===== src/rtl/cfs_ram.sv =====
// Generic single-write, single-read RAM with registered read data.
module cfs_ram #(
  parameter int W = 8,
  parameter int D = 16
) (
  input  logic                 clk,
  input  logic                 we,
  input  logic [$clog2(D)-1:0] waddr,
  input  logic [W-1:0]         wdata,
  input  logic [$clog2(D)-1:0] raddr,
  output logic [W-1:0]         rdata
);
  logic [W-1:0] mem [D];

  always_ff @(posedge clk) begin
    if (we) begin
      mem[waddr] <= wdata;
    end
    rdata <= mem[raddr];
  end
endmodule


===== config.mk =====
export PLATFORM = sky130hd
export DESIGN_NAME = cfs_ram
export DESIGN_NICKNAME = d
export VERILOG_FILES = /design/src/rtl/cfs_ram.sv
export SDC_FILE = /design/constraint.sdc
export NUM_CORES = 1
export LEC_CHECK = 0
export ABC_AREA = 1
export BUFFER_PORTS_ARGS = -buffer_cell sky130_fd_sc_hd__buf_2
export CAP_MARGIN = 20
export CORE_MARGIN = 3
export CORE_UTILIZATION = 40
export DETAILED_ROUTE_END_ITERATION = 7
export MAX_ROUTING_LAYER = met4
export SLEW_MARGIN = 25
export SYNTH_ARGS = -nofsm -noshare
export SYNTH_HDL_FRONTEND = slang
export SYNTH_SLANG_ARGS = --single-unit

===== constraint.sdc =====
create_clock -name clk -period 1.4 [get_ports clk]
set_input_delay 0.07 -clock clk [delete_from_list [all_inputs] [get_ports clk]]
set_output_delay 0.07 -clock clk [all_outputs]
set_load 0.02 [all_outputs]

==> out/metrics.yaml <==
run_status: "finished, final reports clean"
syn2layout_area_growth_pct: 18.5
wl_mm: 13.0
initial_core_util_pct: 41.2
htreeDepth: 4
grt_usage_pct: 17.9
synth_edf_count: 128
first_pass_iters: 5
p_leak_uw: 0.00297
final-setup-viol-count: 0
place.gp.congestion: 0.812
rsz0062_at_grt: "false"
synth_compound_area_share_pct: 0
relSlewSlack_pct: 74.1
numCtsBuffers: 17
synthTopCellsByArea: "edfxtp_1 67%, nand2_1 11%, nand3_1 8.4%"
core_mm2: 0.0140
synthXorXnorAreaFrac_pct: 0
grt_antenna_before_repair: 0
ys_ff_latch: 136
synthFlopType: "edfxtp_1"
vdd_drop_max_mv: 0.808
cts_setup_buffers: 0
slowest_stage: "dfxtp_1"
synthesis.nets: 569
grt-ovfl-total: 0
min_path_type: "in2reg"
clk-insertion-delay-late_ns: 0.42
synth-adder-area-share_pct: 0
ys_types: 12
clockRootBuffer: "clkbuf_16"
clk_path_buf_depth: 2
instances_no_fill: 788
row_count: 43
synth_top_family_by_area: "simple AND/OR/NAND/NOR gates"
synthCells: 551
grt_start_max_net_pins: 65
cpLargestDelayFamily: "flip-flops"
clock.fmax_mhz: 964
path_cells: "buf_2"
cp_data_arrival_time_ns: 0.97
hold_viol: 0
synthMuxAreaShare_pct: 0
vias: 3850
fillers: 1263
drc: 0
fp.dieH_um: 126
drv_cap: 0
cts_hold_buf: 0
critPathKind: "reg2out"
cts_tree: "built"
ys_seq_area_share_pct: 69.4
critPathRequiredTime_ns: 1.33
synth.yosys.warnings: 0
slew_viol_final: 0
drive_gt1_share_pct: 12.7
post-route-min-period_ns: 1.04
dieArea_mm2: 0.0159
critical-path-max-stage-delay_ns: 0.37
cp-end-kind: "output port"
port_buffers: 25
setup_tns_ns: 0
ioPinCount: 26
num_antenna_cells: 0
synth_most_common_cell: "nand2_1"
placedCellCount: 756
clkTransAtPathRegs_ns: 0.06
die_w_um: 126
synthSimpleGateAreaFrac_pct: 21.0
path_max_fanout: 1
dp.final_hpwl_mm: 8.04
synth_top_area_cell: "edfxtp_1"
cts.sinks: 136
via_per_inst: 4.89
synth_top_area_share_pct: 66.7
synthTopCellsByCount: "173 x nand2_1, 128 x edfxtp_1, 100 x inv_1, 97 x nand3_1, 17 x nor2_1"
netlist_area_mm2: 0.00577
drtIter0Drc: 331
skew_ns: 0.00790
cts_resized: 0
tightestPinTransition_ns: 0.388
fin_crit_sh_pct: 74.1
ant_nets: 0
grt_pass1_wl_mm: 20.9
synth.avg_cell_area_um2: 10.5
worst_setup_path_start_kind: "register"
first_global_vias: 3800
cellPowerDensity_mw_per_mm2: 1480
post_drt_wl_per_cell_um: 16.5
finish.net_count: 613
critPathBufInv: 1
ys_async_sr_fraction_pct: 0
[cell usage in the layout (no fill, tap or decap)]
cell type / Yosys / final
clkinv_2: 0 / 1
clkinvlp_4: 0 / 1
nor2_1: 17 / 17
dfxtp_1: 8 / 8
clkbuf_1: 0 / 5
clkinv_1: 0 / 1
buf_2: 13 / 25
nand3_1: 97 / 97
inv_2: 2 / 2
inv_1: 100 / 100
bufinv_16: 0 / 6
clkbuf_16: 0 / 17
edfxtp_1: 128 / 128
buf_4: 4 / 20
clkbuf_8: 0 / 1
nand3b_1: 2 / 2
nand2_1: 173 / 173
buf_12: 0 / 4
[where the power goes]
| part | total (uW) | switching (uW) | leakage (uW) | internal (uW) |
|---|---|---|---|---|
| combinational | 595 | 416 | 0.00143 | 179 |
| clock | 4940 | 1570 | 0.000313 | 3380 |
| sequential | 4580 | 27.1 | 0.00122 | 4550 |
[cells by family after synthesis]
kind of cell           count (synthesis)
DFF                                  136
and+or+nand+nor                      289
buffers and inverters                126
[registers in the layout, summed over array words and instances (netlist names)]
signal  cells
mem       128
rdata       8
[per-stage QoR]
stage                     power, uW  utilization [%]  worst slack, ns  area [um^2]  hold WS (ns)
after floorplan                5010                -            0.379         5770         0.169
after global placement         5250             44.2            0.243         6180         0.449
after detailed placement       5260             44.2            0.227         6180         0.467
after CTS                     10200             48.9            0.327         6840        0.0283
after global routing          10400             48.9            0.290         6840        0.0352
final                         10100             48.9            0.363         6840        0.0395
[final cells by class]
cell class                 instances  area [um^2]  area share (%)
clock inverter                     9          196            2.87
multi-input combinational        289         1210            17.8
sequential                       136         4000            58.6
clock buffer                      23          458            6.70
timing repair buffer              49          355            5.20
inverter                         102          383            5.60
tap                              180          225            3.29
[per-layer routing]
metal | wire length, um | up-vias | part of all wire (%) | GRT usage [%]
li1 | - | 1861 | - | -
met1 | 5750 | 1833 | 44 | 23.1
met2 | 6320 | 130 | 49 | 27.6
met3 | 614 | 26 | 4.7 | 4.03
met4 | 301 | 0 | 2.3 | 7.44
met5 | 0 | - | 0 | -
[path summary, 6_finish.rpt]
kind              startpoint        to  slack [ns]  cells past startpoint
setup / recovery    rdata[5]  rdata[5]        0.36                      1
hold / removal      raddr[3]  rdata[6]        0.04                      3
setup reg to reg  mem[11][5]  rdata[5]        0.40                      6
hold reg to reg   mem[13][1]  rdata[1]        0.67                      6
No activity file was read; power rests on OpenSTA's default activity.
