`src/rtl/cfs_pkg.sv`:
```
// Shared types and constants for the Coulomb force sum core.
package cfs_pkg;

  localparam int CoordW = 32;
  localparam int DiffW  = CoordW + 1;
  localparam int RootW  = 33;
  localparam int Rad2W  = 66;
  localparam int UnitW  = 36;
  localparam int AccW   = 48;
  localparam int ScaleW = 32;
  localparam int ScaleFrac = 16;
  localparam int HalfW  = 24;
  localparam int SqrtSteps = 33;

  localparam logic [AccW:0] TERM_CAP = {1'b1, {AccW{1'b0}}};
  localparam logic signed [AccW-1:0] ACC_MAX = {1'b0, {(AccW-1){1'b1}}};
  localparam logic signed [AccW-1:0] ACC_MIN = {1'b1, {(AccW-1){1'b0}}};

  localparam logic KIND_WRITE = 1'b0;
  localparam logic KIND_QUERY = 1'b1;

  localparam logic [1:0] CFG_ION_COUNT   = 2'd0;
  localparam logic [1:0] CFG_FORCE_SCALE = 2'd1;
  localparam logic [1:0] AXIS_NONE       = 2'd3;

  typedef struct packed {
    logic [UnitW-1:0] a;
    logic [UnitW-1:0] b;
  } unit_req_t;

  typedef struct packed {
    logic             ge;
    logic [UnitW-1:0] diff;
  } unit_rsp_t;

endpackage

```
`src/rtl/cfs_cmpsub.sv`:
```
// Shared compare-and-subtract unit for the square root and division steps.
module cfs_cmpsub (
  input  cfs_pkg::unit_req_t req,
  output cfs_pkg::unit_rsp_t rsp
);
  always_comb begin
    rsp.ge   = (req.a >= req.b);
    rsp.diff = req.a - req.b;
  end
endmodule

```
`config.mk`:
```
export PLATFORM = sky130hd
export DESIGN_NAME = cfs_cmpsub
export DESIGN_NICKNAME = d
export VERILOG_FILES = /design/src/rtl/cfs_pkg.sv /design/src/rtl/cfs_cmpsub.sv
export SDC_FILE = /design/constraint.sdc
export NUM_CORES = 1
export LEC_CHECK = 0
export BUFFER_PORTS_ARGS = -buffer_cell sky130_fd_sc_hd__buf_2
export CORE_MARGIN = 8
export CORE_UTILIZATION = 45
export DETAILED_ROUTE_END_ITERATION = 10
export GPL_TIMING_DRIVEN = 0
export PLACE_DENSITY = 0.77
export SYNTH_ARGS = -nofsm -noshare
export SYNTH_HDL_FRONTEND = slang
export SYNTH_SLANG_ARGS = --single-unit
```
`constraint.sdc`:
```
create_clock -name vclk -period 4.05
set_input_delay 0.81 -clock vclk [all_inputs]
set_output_delay 0.81 -clock vclk [all_outputs]
set_load 0.02 [all_outputs]
```
==> impl_metrics.tcl, run 1 <==
set metrics [dict create \
    status "finished, final reports clean" \
    p_leak_uw 0.001598 \
    n_antenna_cell 0 \
    row_count 26 \
    syn_nets 442 \
    synth_seq_area_share_pct 0 \
    fillers 514 \
    yosys.area.top_type "ha_1" \
    grtUsageMet2_pct 32.18 \
    drive_gt1_share_pct 31.90 \
    post_synth_and_or_nand_nor_area_fraction_pct 21.91 \
    finalSetupTns_ns 0 \
    dieWidth_um 88.30 \
    synth_cell_type_count 69 \
    synthCells 333 \
    multi_input_area_sq_um 2120 \
    fin_crit_ns 3.817 \
    ir_drop_mv 0.1094 \
    drtPass1Iterations 4 \
    ios 109 \
    crit_arrival_ns 3.01 \
    vias 2701 \
    yosys_warnings 0 \
    wirelength_mm 6.888 \
    gr-usage-met1_pct 20.34 \
    grt_max_degree 11 \
    syn_area_sq_um 2352 \
    slew_headroom_pct 69.92 \
    drc 0 \
    rsz0062_at_grt "false" \
    ctsResizeCount 0 \
    wire_per_inst_um 13.45 \
    path_max_fanout 5 \
    syn_to_final_growth_pct 26.91 \
    cts_setup_buffers 0 \
    grtUsageMet3_pct 3.157 \
    core_area_sq_um 5075 \
    place_area_sq_um 2985 \
    drtIter0Drc 50 \
    synth-compound-area-share_pct 35.64 \
    power_density_nw_per_um2 203.4 \
    synth_top_cells_by_area "ha_1, inv_1, xnor2_1" \
    post_layout_nonfiller_instances 512 \
    place.gp.congestion 0.8710 \
    synth_top_area_share_pct 19.15 \
    die_y_um 88.30 \
    synth-xor-area-share_pct 11.17 \
    min_period_over_period_pct 94.26 \
    hpwl_mm 6.093 \
    start_util_pct 46.35 \
    ant_nets 0 \
    hold_class "input port to output port" \
    drv_slew 0 \
    cts_hold_buf 0 \
    port_buffers 109 \
    grt.overflow.total 0 \
    maxCapViolCount 0 \
    seq_area_sq_um 0 \
    first_global_vias 2772 \
    fin_ws_ns 0.2327 \
    dieArea_sq_um 7797 \
    seq_cell_count 0 \
    clock.fmax_mhz 262.0 \
    dpl.cell_count 512 \
    final_util_pct 58.83 \
    cp-start-kind "input port" \
    grt.busiest_layer "met2" \
    fin_area_sq_um 2985 \
    synth_area_per_cell_sq_um 7.064 \
    place_ws_ns 0.2450 \
    fin_nets 553 \
    yosys.area_share.adder_pct 20.00 \
    hold_violations 0 \
    worst_pin_slew_ns 0.4485 \
    endpoint_kind "output port" \
    antenna_found_initial 0 \
    crit_required_ns 3.24 \
    grt_usage_pct 17.18 \
    critical_path_class "input port to output port" \
    drt-vias-per-instance 5.275 \
    synth.mux.area_fraction_pct 1.383 \
    nClkBuffers 0 \
    synth_top_family_by_area "compound AO/OA/AOI/OAI gates" \
    setup_viol_count_final 0 \
    grt_pass1_wl_mm 11.54 \
]
final timing paths:
kind                   start  endpoint  slack [ns]  cells after the start
worst max-delay path  req[0]   rsp[24]        0.23                     11
worst min-delay path  req[0]    rsp[0]        2.03                      4
kinds of logic after synthesis:
logic type      after synthesis
simple gates                 96
buf+inv                      55
compound gates              112
fa+ha+maj                    37
xor+xnor                     30
mux                           3
power by group:
part           internal, uW  total, uW  switching, uW
Combinational           240        607            367
Sequential                0          0              0
Clock                     0          0              0
routing by layer:
| layer | share of wire, % | wire, um |
|---|---|---|
| met3 | 7.9 | 545 |
| met2 | 48 | 3280 |
| met4 | 0.49 | 34 |
| met1 | 44 | 3028 |
| met5 | 0 | 0 |
synthesized netlist by cell type (all sizes together), types with 3 or more instances:
library cell / instances
a211oi: 5
a21boi: 3
a21o: 10
a21oi: 37
a31oi: 5
and2: 4
and3: 5
buf: 4
ha: 36
inv: 50
nand2: 34
nand4: 9
nor2: 20
nor2b: 3
nor3: 4
nor4: 3
o21a: 4
o21ai: 17
o21bai: 5
o31ai: 5
or3: 4
xnor2: 18
xor2: 12
layout by cell type (no fill, tap or decap), types with 5 or more instances in the layout:
master	synthesis	layout
buf_2	2	111
inv_1	50	50
ha_1	36	36
nand2_1	31	31
a21oi_1	30	30
nor2_1	19	19
xnor2_1	18	18
o21ai_0	13	13
xor2_1	12	12
a21o_1	10	10
nand4_1	8	8
a21oi_2	7	7
a211oi_1	5	5
through the flow:
stage	hold WS [ns]	total power, uW
3_3_place_gp	2.022	599.3
2_1_floorplan	1.835	431.5
6_report	2.026	607.3
5_1_grt	2.065	666.1
3_5_place_dp	2.031	606.9
4_1_cts	2.030	610.0
critical path, cell delays in order:
cell       delay, ns
buf_2           0.10
ha_1            0.22
fa_1            0.41
nor2b_1         0.18
o2111ai_1       0.13
nand2_2         0.17
a21oi_2         0.13
o21bai_2        0.35
nor4_1          0.09
a211oi_1        0.21
buf_2           0.20
final cells by class:
class | instances | share of cell area (%)
inverter | 50 | 6.287
tap | 70 | 2.934
multi-input combinational | 278 | 71.00
timing repair buffer | 109 | 18.27
buffer | 5 | 1.509
No activity file was read; power rests on OpenSTA's default activity.
==> inputs of run 2 (changes only) <==
--- a/config.mk
+++ b/config.mk
@@ -5,12 +5,13 @@
 export SDC_FILE = /design/constraint.sdc
 export NUM_CORES = 1
 export LEC_CHECK = 0
+export ABC_AREA = 1
 export BUFFER_PORTS_ARGS = -buffer_cell sky130_fd_sc_hd__buf_2
 export CORE_MARGIN = 8
 export CORE_UTILIZATION = 45
 export DETAILED_ROUTE_END_ITERATION = 10
 export GPL_TIMING_DRIVEN = 0
-export PLACE_DENSITY = 0.77
+export PLACE_DENSITY = 0.75
 export SYNTH_ARGS = -nofsm -noshare
 export SYNTH_HDL_FRONTEND = slang
 export SYNTH_SLANG_ARGS = --single-unit
==> run 2 against run 1 <==
Clock-buffer cell count stayed put. Area after synthesis is 15% higher. Sequential cell count stayed put. Highest routed layer is now met3.
==> impl_metrics.tcl, run 2 <==
set metrics [dict create \
    drtIter0Drc 173 \
    port_buffers 109 \
    min_period_over_period_pct 84.39 \
    n_antenna_cell 0 \
    status "finished, final reports clean" \
    place_ws_ns 0.6299 \
    yosys_warnings 0 \
    place.gp.congestion 0.9432 \
    ctsResizeCount 0 \
    drt-vias-per-instance 4.771 \
    yosys.area.top_type "nand2_1" \
    cts_setup_buffers 0 \
    most-common-layout-cells "nand2_1, inv_1, buf_2" \
    synth_top_area_share_pct 26.81 \
    worst_pin_slew_ns 0.3318 \
    finalSetupTns_ns 0 \
    p_leak_uw 0.002277 \
    grt_pass1_wl_mm 14.45 \
    drtPass1Iterations 4 \
    fin_crit_ns 3.418 \
    fin_ws_ns 0.6323 \
    grt_usage_pct 19.38 \
    hold_class "input port to output port" \
    seq_cell_count 0 \
    cts_hold_buf 0 \
    die_y_um 93.70 \
    synth_top_cells_by_area "nand2_1, inv_1, ha_1" \
    ant_nets 0 \
    hpwl_mm 8.243 \
    synth_most_common_cell "nand2_1" \
    drc 0 \
    ir_drop_mv 0.1188 \
    maxCapViolCount 0 \
    crit_required_ns 3.24 \
    drive_gt1_share_pct 20.24 \
    start_util_pct 46.15 \
    row_count 28 \
    dieWidth_um 93.70 \
    antenna_found_initial 0 \
    critical_path_class "input port to output port" \
    ys_top_cells_by_count "nand2_1, inv_1, nor2_1" \
    rsz0062_at_grt "false" \
    final_util_pct 57.02 \
    slew_headroom_pct 77.65 \
    fillers 659 \
    path_max_fanout 3 \
    first_global_vias 3191 \
    syn_nets 662 \
    hold_violations 0 \
    syn_to_final_growth_pct 23.54 \
    synth_seq_area_share_pct 0 \
    synth_area_per_cell_sq_um 4.912 \
    vias 3516 \
    dieArea_sq_um 8779 \
    grt.overflow.total 0 \
    fin_nets 773 \
    setup_viol_count_final 0 \
    seq_area_sq_um 0 \
    crit_arrival_ns 2.61 \
    power_density_nw_per_um2 177.9 \
    synthCells 553 \
    nClkBuffers 0 \
    cp-start-kind "input port" \
    synth_cell_type_count 22 \
    ios 109 \
    core_area_sq_um 5886 \
    drv_slew 0 \
    syn_area_sq_um 2716 \
    wire_per_inst_um 12.22 \
    layout_commonest_cell "nand2_1" \
    wirelength_mm 9.004 \
    endpoint_kind "output port" \
    clock.fmax_mhz 292.6 \
    grt_max_degree 7 \
]
## run 2: cell types whose count changed after synthesis, moves of 5 or more
cell	delta
a211oi_1	-5
nand2_1	+163
nor3_1	+6
a21oi_2	-7
nand4_1	-7
a21o_1	-10
nand2_2	+12
xnor2_1	-16
nand3_1	+20
nand3_2	+5
inv_1	+84
nor2_1	+31
a21oi_1	+5
## run 2: power by group
group | total, uW | switching [uW] | internal (uW) | leakage, uW
Clock | 0 | 0 | 0 | 0
Combinational | 597 | 389 | 208 | 0.00228
Sequential | 0 | 0 | 0 | 0
## run 2: cell families (layout without fill, tap and decap cells)
kind of cell | after synthesis | count (layout) | synth area share (%)
adders and majority gates | 37 | 37 | 17.32
xor gates and xnor gates | 18 | 18 | 5.804
buffers and inverters | 135 | 244 | 18.65
AOI/OAI and AO/OA | 58 | 58 | 11.19
and+or+nand+nor | 305 | 305 | 47.03
## run 2: final timing paths
check                   from       to  slack, ns  depth (start not counted)
worst min-delay path  req[0]   rsp[0]       2.02                          4
worst max-delay path  req[0]  rsp[36]       0.63                         15
## run 2: worst max-delay path: stages
cell and delay (ns):
buf_2 0.10, ha_1 0.21, fa_1 0.41, inv_1 0.10, nand3_1 0.08, nand3_2 0.10
nand2_1 0.07, nand2_2 0.10, nand2_1 0.07, nand2_2 0.10, nand2_2 0.06, nand2_1 0.10
nand2_1 0.06, nand2_1 0.07, buf_2 0.16
## run 2: cell type report
class              count  area (sq um)  share of cell area (%)
inverters            135         506.7                   15.10
multi-input cells    418          2210                   65.85
repair buffers       109         545.5                   16.26
well taps             75         93.84                   2.796
## run 2: routing by layer
layer	vias to the layer above	track usage, %	wire length, um
li1	1901	-	-
met1	1519	25.94	4154
met2	96	34.25	4190
met3	0	1.839	658
met4	0	0.2642	0
met5	-	0	0
## run 2: metrics by stage
step / std cells / area, sq um / hold slack (ns) / power, uW
finish: 737 / 3356 / 2.023 / 597.0
global route: 737 / 3356 / 2.046 / 662.9
CTS: 737 / 3356 / 2.030 / 601.1
detailed placement: 737 / 3356 / 2.027 / 598.7
global placement: 737 / 3356 / 2.020 / 592.4
floorplan: 553 / 2716 / 1.835 / 408.9
==> inputs of run 3 (changes only) <==
--- a/config.mk
+++ b/config.mk
@@ -11,7 +11,7 @@
 export CORE_UTILIZATION = 45
 export DETAILED_ROUTE_END_ITERATION = 10
 export GPL_TIMING_DRIVEN = 0
-export PLACE_DENSITY = 0.75
+export PLACE_DENSITY = 0.78
 export SYNTH_ARGS = -nofsm -noshare
 export SYNTH_HDL_FRONTEND = slang
 export SYNTH_SLANG_ARGS = --single-unit
==> constraint.sdc (replaced) <==
create_clock -name vclk -period 3.1
set_input_delay 0.62 -clock vclk [all_inputs]
set_output_delay 0.62 -clock vclk [all_outputs]
set_load 0.02 [all_outputs]
==> run 3 against run 2 <==
Combinational power grew 32%. Core utilization rose by 0.51 points. Critical path type unchanged. Cell area grew 0.89%. Die area unchanged.
==> impl_metrics.tcl, run 3 (synthesis gave the netlist of run 2 again) <==
set metrics [dict create \
    ant_nets 0 \
    first_global_vias 3313 \
    dieArea_sq_um 8779 \
    antenna_found_initial 0 \
    place.gp.congestion 0.9446 \
    grt_pass1_wl_mm 14.33 \
    fin_nets 775 \
    n_antenna_cell 0 \
    drtIter0Drc 143 \
    syn_to_final_growth_pct 24.64 \
    row_count 28 \
    power_density_nw_per_um2 232.7 \
    wirelength_mm 8.818 \
    drv_slew 0 \
    cp-start-kind "input port" \
    grt.overflow.total 0 \
    p_leak_uw 0.002286 \
    seq_cell_count 0 \
    ir_drop_mv 0.1441 \
    crit_arrival_ns 2.33 \
    slew_headroom_pct 78.09 \
    ios 109 \
    maxCapViolCount 0 \
    vias 3573 \
    crit_required_ns 2.48 \
    hpwl_mm 8.046 \
    seq_area_sq_um 0 \
    die_y_um 93.70 \
    status "finished, final reports clean" \
    hold_class "input port to output port" \
    grt_usage_pct 19.06 \
    layout_commonest_cell "nand2_1" \
    drc 0 \
    drtPass1Iterations 5 \
    cts_hold_buf 0 \
    drive_gt1_share_pct 20.93 \
    finalSetupTns_ns 0 \
    min_period_over_period_pct 95.05 \
    worst_pin_slew_ns 0.3251 \
    most-common-layout-cells "nand2_1, inv_1, buf_2" \
    fin_crit_ns 2.947 \
    drt-vias-per-instance 4.835 \
    critical_path_class "input port to output port" \
    final_util_pct 57.53 \
    endpoint_kind "output port" \
    grt_max_degree 7 \
    core_area_sq_um 5886 \
    fillers 673 \
    hold_violations 0 \
    nClkBuffers 0 \
    setup_viol_count_final 0 \
    dieWidth_um 93.70 \
    start_util_pct 46.15 \
    port_buffers 109 \
    clock.fmax_mhz 339.4 \
    path_max_fanout 3 \
    wire_per_inst_um 11.93 \
    rsz0062_at_grt "false" \
]
==> run 3: changes by cell type in the layout (fill, tap and decap cells not counted), sizes merged <==
cell	before	now
buf	109	111
==> run 3: through the flow <==
| step | std cells | hold slack [ns] | worst slack, ns | cell area (sq um) | total power [uW] |
|---|---|---|---|---|---|
| floorplan | 553 | 1.455 | 0.3748 | 2716 | 534.2 |
| detailed placement | 737 | 1.657 | 0.02885 | 3356 | 777.9 |
| CTS | 737 | 1.661 | 0.02621 | 3356 | 781.5 |
| global route | 739 | 1.690 | 0.009070 | 3386 | 878.6 |
| finish | 739 | 1.668 | 0.1534 | 3386 | 787.9 |
| global placement | 737 | 1.649 | 0.1016 | 3356 | 771.4 |
==> run 3: repair_timing <==
action                     CTS  global route
buffers inserted             0             2
setup endpoints to repair    0             6
gates resized for setup      0             6
hold endpoints to repair     0             0
==> run 3: worst paths after layout <==
check,start,end,slack [ns],cells past startpoint
worst min-delay path,req[0],rsp[0],1.67,4
worst max-delay path,req[0],rsp[12],0.15,13
==> run 3: routing by layer <==
metal | vias to the layer above | track usage (%) | share of wire (%)
met3 | 8 | 1.839 | 6.8
met5 | - | 0 | 0
met1 | 1554 | 24.83 | 46
met4 | 0 | 2.642 | 1.5
met2 | 113 | 33.49 | 45
li1 | 1898 | - | -
==> run 3: power by group <==
| group | switching, uW | total (uW) | internal [uW] |
|---|---|---|---|
| logic | 507 | 788 | 281 |
| registers | 0 | 0 | 0 |
| clock network | 0 | 0 | 0 |
| total | 507 | 788 | 281 |
==> run 3: final cells by class <==
type	count	area (sq um)	share of cell area (%)
Tap cell	75	93.84	2.772
Multi-Input combinational cell	418	2217	65.48
Inverter	135	506.7	14.97
Timing Repair Buffer	111	568.0	16.78
==> run 3: worst max-delay path: stages <==
cell,delay (ns)
buf_2,0.10
ha_2,0.19
fa_2,0.37
inv_1,0.09
nand3_1,0.09
nand3_2,0.12
nand2_1,0.07
nand2_2,0.10
nand2_1,0.07
nand2_2,0.09
buf_4,0.12
xor2_1,0.12
buf_2,0.17
